===== config.mk =====
export PLATFORM = sky130hd
export DESIGN_NAME = dape_div
export DESIGN_NICKNAME = d
export VERILOG_FILES = /design/src/dape_pkg.sv /design/src/dape_div.sv
export SDC_FILE = /design/constraint.sdc
export NUM_CORES = 2
export LEC_CHECK = 0
export ABC_AREA = 1
export BUFFER_PORTS_ARGS = -buffer_cell sky130_fd_sc_hd__buf_4
export CAP_MARGIN = 20
export CORE_ASPECT_RATIO = 0.7
export CORE_MARGIN = 3
export CORE_UTILIZATION = 50
export CTS_BUF_LIST = sky130_fd_sc_hd__clkbuf_16
export DETAILED_ROUTE_END_ITERATION = 10
export PLACE_DENSITY_LB_ADDON = 0.15
export SLEW_MARGIN = 20
export SYNTH_ARGS = -nofsm -noshare
export SYNTH_HDL_FRONTEND = slang
export SYNTH_SLANG_ARGS = --single-unit
export TNS_END_PERCENT = 5

===== constraint.sdc =====
create_clock -name clock -period 7.8 [get_ports clock]
set_input_delay 0.39 -clock clock [delete_from_list [all_inputs] [get_ports clock]]
set_output_delay 0.39 -clock clock [all_outputs]
set_load 0.05 [all_outputs]

===== src/dape_pkg.sv =====
// Shared types and constants for the depth annulus point extractor.
`timescale 1ns / 1ps
`default_nettype none
package dape_pkg;

   // Restoring divider: one quotient bit per stage, quotient saturates at 21 bits
   localparam int DIV_STEPS = 21;
   // Stages of the divider after the capture stage: dx, product, magnitude, init, steps
   localparam int DIV_LAT   = 4 + DIV_STEPS;
   // Stages of the annulus test after the capture stage
   localparam int MASK_LAT  = 6;
   // Delay that lines the mask decision up with the divider result
   localparam int ALIGN_LAT = DIV_LAT - MASK_LAT;

   localparam logic [15:0] MIN_HALF = 16'd32;
   localparam logic [20:0] SAT_POS  = 21'h0FFFFF;
   localparam logic [20:0] SAT_NEG  = 21'h100000;

   // Configuration register indexes
   typedef enum logic [3:0] {
      REG_CENTER_U    = 4'd0,
      REG_CENTER_V    = 4'd1,
      REG_HALF_WIDTH  = 4'd2,
      REG_HALF_HEIGHT = 4'd3,
      REG_FOCAL_X     = 4'd4,
      REG_FOCAL_Y     = 4'd5,
      REG_PRINCIPAL_U = 4'd6,
      REG_PRINCIPAL_V = 4'd7
   } reg_index_type;

   typedef struct packed {
      logic [15:0] center_u;
      logic [15:0] center_v;
      logic [15:0] half_width;
      logic [15:0] half_height;
      logic [15:0] focal_x;
      logic [15:0] focal_y;
      logic [15:0] principal_u;
      logic [15:0] principal_v;
   } cfg_type;

endpackage
`default_nettype wire


===== src/dape_div.sv =====
// One axis of the back-projection: (16*coord - principal) * depth / focal, rounded, saturated.
`timescale 1ns / 1ps
`default_nettype none
module dape_div (
   input  wire logic        clock,
   input  wire logic        adv,
   input  wire logic [11:0] coord,
   input  wire logic [15:0] principal,
   input  wire logic [15:0] focal,
   input  wire logic [15:0] depth_mm,
   output logic [20:0]      value,
   output logic             clip
);
   import dape_pkg::*;

   logic [15:0]        den;
   logic signed [17:0] dx_ff;
   logic [15:0]        z_ff;
   logic signed [34:0] n_ff;
   logic [34:0]        n_abs;
   logic               neg_a_ff;
   logic [32:0]        mag_ff;

   logic [15:0] rem_ff [0:DIV_STEPS-1];
   logic [20:0] wk_ff  [0:DIV_STEPS];
   logic        ovf_ff [0:DIV_STEPS];
   logic        neg_ff [0:DIV_STEPS];

   logic [16:0] trial  [1:DIV_STEPS];
   logic [16:0] diff   [1:DIV_STEPS];
   logic        ge     [1:DIV_STEPS];

   logic [20:0] q;
   logic        neg_l;

   // a zero focal length acts as one
   assign den   = (focal == 16'd0) ? 16'd1 : focal;
   assign n_abs = n_ff[34] ? 35'(-n_ff) : n_ff;

   // one restoring step per stage
   always_comb begin
      for (int k = 1; k <= DIV_STEPS; k++) begin
         trial[k] = {rem_ff[k-1], wk_ff[k-1][20]};
         diff[k]  = trial[k] - {1'b0, den};
         ge[k]    = trial[k] >= {1'b0, den};
      end
   end

   always_ff @(posedge clock) begin
      if (adv) begin
         // offset from the principal point
         dx_ff    <= $signed({2'b00, coord, 4'b0000}) - $signed({2'b00, principal});
         z_ff     <= depth_mm;
         // numerator
         n_ff     <= dx_ff * $signed({1'b0, z_ff});
         // magnitude plus half the divisor for round to nearest
         neg_a_ff <= n_ff[34];
         mag_ff   <= {1'b0, n_abs[31:0]} + {18'h0, den[15:1]};
         // high part that must stay below the divisor for a 21-bit quotient
         rem_ff[0] <= {4'h0, mag_ff[32:21]};
         wk_ff[0]  <= mag_ff[20:0];
         ovf_ff[0] <= {4'h0, mag_ff[32:21]} >= den;
         neg_ff[0] <= neg_a_ff;
         // the last step keeps only its quotient bit
         for (int k = 1; k < DIV_STEPS; k++) begin
            rem_ff[k] <= ge[k] ? diff[k][15:0] : trial[k][15:0];
         end
         for (int k = 1; k <= DIV_STEPS; k++) begin
            wk_ff[k]  <= {wk_ff[k-1][19:0], ge[k]};
            ovf_ff[k] <= ovf_ff[k-1];
            neg_ff[k] <= neg_ff[k-1];
         end
      end
   end

   // sign and saturation
   always_comb begin
      q     = wk_ff[DIV_STEPS];
      neg_l = neg_ff[DIV_STEPS];
      clip  = ovf_ff[DIV_STEPS] || (neg_l ? (q[20] && (q[19:0] != 20'h0)) : q[20]);
      if (clip) value = neg_l ? SAT_NEG : SAT_POS;
      else      value = neg_l ? 21'(-q) : q;
   end

endmodule
`default_nettype wire


==> results.py <==
metrics = {
    "route": {
        "via_count": 42200,
        "postRouteAntennaNets": 0,
        "drtPass1Iterations": 6,
        "drc": 0,
        "wl_per_cell_um": 18.9,
        "via_per_inst": 5.35,
        "wirelength_mm": 149,
        "drt-initial-drc-count": 4038,
    },
    "timing": {
        "relSlewSlack_pct": 28.4,
        "drv_slew": 0,
        "skew_ns": 0.0418,
        "setup_viol_count_final": 0,
        "rsz0062_at_grt": "no",
        "period_needed_ns": 6.91,
        "tns_ns": 0,
        "tightestPinTransition_ns": 1.07,
        "fmax_ghz": 0.145,
        "min_period_over_period_pct": 88.6,
        "finalHoldViolCount": 0,
    },
    "critical_path": {
        "required_ns": 8.25,
        "worstSetupStartpoint": "z_ff[10]",
        "crit_fanout": 17,
        "critPathMostFrequentCell": "fa_1",
        "critPathBufInv": 5,
        "arrival_ns": 7.36,
        "end_kind": "flip-flop",
        "max_stage_delay_ns": 0.79,
        "worstPathCellList": "nand2_1 -> fa_1 -> inv_1 -> fa_1 -> inv_1 -> fa_1 -> inv_1 -> fa_1 -> fa_1 -> inv_1 -> fa_1 -> inv_1 -> ha_1 -> nand2_1 -> nor2_1 -> nand4_1 -> o21ai_2 -> a21oi_1 -> o21ai_0 -> nand2_1 -> nand3_1 -> nand2_1",
        "critPathSlowestCell": "edfxtp_1",
        "startpoint_type": "flip-flop",
        "worstSetupPathType": "reg2reg",
        "cp_top_family": "adder cells",
        "rr_startpoint": "z_ff[10]",
    },
    "floorplanning": {
        "core_mm2": 0.120,
        "start_util_pct": 50.8,
        "dieArea_mm2": 0.127,
        "core.rowCount": 106,
        "die_y_um": 299,
        "die_w_um": 424,
        "io_pins": 84,
    },
    "placement": {
        "io_buffer_count": 83,
        "gp_congestion": 0.914,
        "dp_hpwl_mm": 109,
    },
    "synth": {
        "yosysSeqAreaShare_pct": 46.1,
        "avgSynthCellArea_um2": 10.0,
        "syn_area_mm2": 0.0611,
        "synth.yosys.warnings": 0,
        "synthesis.instances": 6115,
        "ys_types": 56,
        "ys_ff_latch": 938,
        "syn_nets": 6939,
    },
    "layout": {
        "seq_area_mm2": 0.0282,
        "nets": 7018,
        "drive_gt1_share_pct": 5.52,
        "multi_input_area_mm2": 0.0289,
        "nFillCells": 10700,
        "area_growth_syn_to_layout_pct": 8.76,
    },
    "global_routing": {
        "grt_max_degree": 174,
        "first_global_vias": 40700,
        "overflow": 0,
        "grt.total_usage_pct": 23.9,
        "grt_antenna_before_repair": 10,
        "grt_pass1_wl_mm": 234,
    },
    "cts": {
        "ctsHtreeMaxLevel": 3,
        "ctsRootBufferMaster": "clkbuf_16",
        "path_clk_slew_ns": 0.06,
        "cts_resized": 0,
        "cts_buffer_depth": 3,
        "clk_latency_ns": 0.72,
        "numCtsBuffers": 92,
        "cts_sinks": 938,
        "cts_tree": "yes",
    },
    "min_path": {
        "hold_start": "principal[1]",
        "hold_path_class": "in2reg",
    },
    "job": {
        "maxCapViolations": 0,
    },
    "status": {
        "status": "complete, no violations",
    },
}
metrics by stage:
step	worst slack, ns	instance area [um^2]	util, %	hold slack, ns	cells
6_report	0.887	66500	55.2	0.0930	7890
5_1_grt	0.573	66500	55.2	0.0683	7888
4_1_cts	1.02	66500	55.2	0.0306	7883
3_5_place_dp	1.05	63300	52.6	0.405	7701
3_3_place_gp	1.11	63300	52.6	0.400	7701
2_1_floorplan	1.90	61100	-	0.400	6115
tightest hold or removal path: stages:
cell and delay (ns):
buf_4 0.11, inv_1 0.06, ha_1 0.13
cell type report:
class	count	area share, %
clock inverters	70	0.918
flip-flops and latches	938	42.4
repair buffers	136	1.73
multi-input cells	4143	43.4
diodes	7	0.0263
inverters	883	4.98
well taps	1620	3.05
clock buffers	93	3.50
timing repair:
action | in CTS | in global routing
setup buffers | 0 | 0
endpoints found under the hold margin | 19 | 0
setup endpoints to repair | 0 | 0
hold buffers | 19 | 0
sequential cells by signal (all words and copies together), names as in the netlist:
register  count
ovf_ff       22
dx_ff        17
rem_ff      332
z_ff         16
neg_a_ff      1
wk_ff       462
n_ff         33
mag_ff       33
neg_ff       22
logic make-up after synthesis:
logic type	share of synthesized area, %
xor+xnor	5.06
compound gates	8.33
fa+ha+maj	19.3
simple gates	14.6
buf+inv	6.69
flops	46.1
cells in the mapped netlist, drive strengths merged:
cell type  count  area, um^2
a211oi        12        90.1
a21boi        31         244
a21o          43         323
a21oi        326        1630
a221oi         4        35.0
a311oi         6        58.8
a31o           4        35.0
a31oi         26         163
a41o           1        10.0
and2           1        6.26
and3           1        6.26
buf           50         395
clkbuf       101         382
clkinv         1        3.75
edfxtp       938       28200
fa           300        6010
ha           462        5780
inv          882        3310
nand2       1420        5390
nand3        210        1080
nand3b        10        75.1
nand4         68         450
nor2         347        1370
nor3          58         290
nor3b          8        65.1
nor4          27         169
o2111ai        7        61.3
o211ai        13        97.6
o21a           9        67.6
o21ai        332        1770
o21bai        39         293
o221ai         1        8.76
o311ai         8        70.1
o31ai          3        32.5
o41ai         12         105
or2            1        6.26
xnor2        149        1310
xor2         204        1790
path summary, 6_finish.rpt:
kind | to | slack [ns] | depth (start not counted)
hold reg to reg | ovf_ff[2][5] | 0.39 | 0
setup reg to reg | n_ff[27] | 0.89 | 22
setup / recovery | n_ff[27] | 0.89 | 22
hold / removal | dx_ff[1] | 0.09 | 3
cell usage in the layout (no fill, tap or decap), types with 26 or more instances in the layout:
| cell | netlist | final |
|---|---|---|
| a31oi_1 | 26 | 26 |
| nand4_1 | 64 | 64 |
| edfxtp_1 | 938 | 938 |
| o21ai_0 | 262 | 262 |
| o21bai_1 | 39 | 39 |
| nand2_1 | 1395 | 1395 |
| inv_1 | 878 | 885 |
| fa_1 | 300 | 300 |
| a21boi_0 | 30 | 30 |
| a21o_1 | 43 | 43 |
| xnor2_1 | 149 | 149 |
| buf_4 | 9 | 110 |
| ha_1 | 462 | 462 |
| clkbuf_16 | 0 | 93 |
| a21oi_1 | 326 | 326 |
| nor3_1 | 58 | 58 |
| nand3_1 | 206 | 206 |
| o21ai_2 | 28 | 28 |
| xor2_1 | 204 | 204 |
| o21ai_1 | 42 | 42 |
| nor2_1 | 332 | 332 |
| nor4_1 | 27 | 27 |
routing by layer:
layer / GRT usage (%) / part of all wire (%) / vias to the layer above
met3: 5.75 / 8.4 / 194
li1: - / - / 20600
met1: 37.5 / 49 / 20100
met2: 32.9 / 40 / 1284
met4: 5.84 / 2.4 / 0
met5: 0 / 0 / -
Power is not shown: default switching activity piles up to over one toggle a cycle in this logic, so the estimate is an artifact.
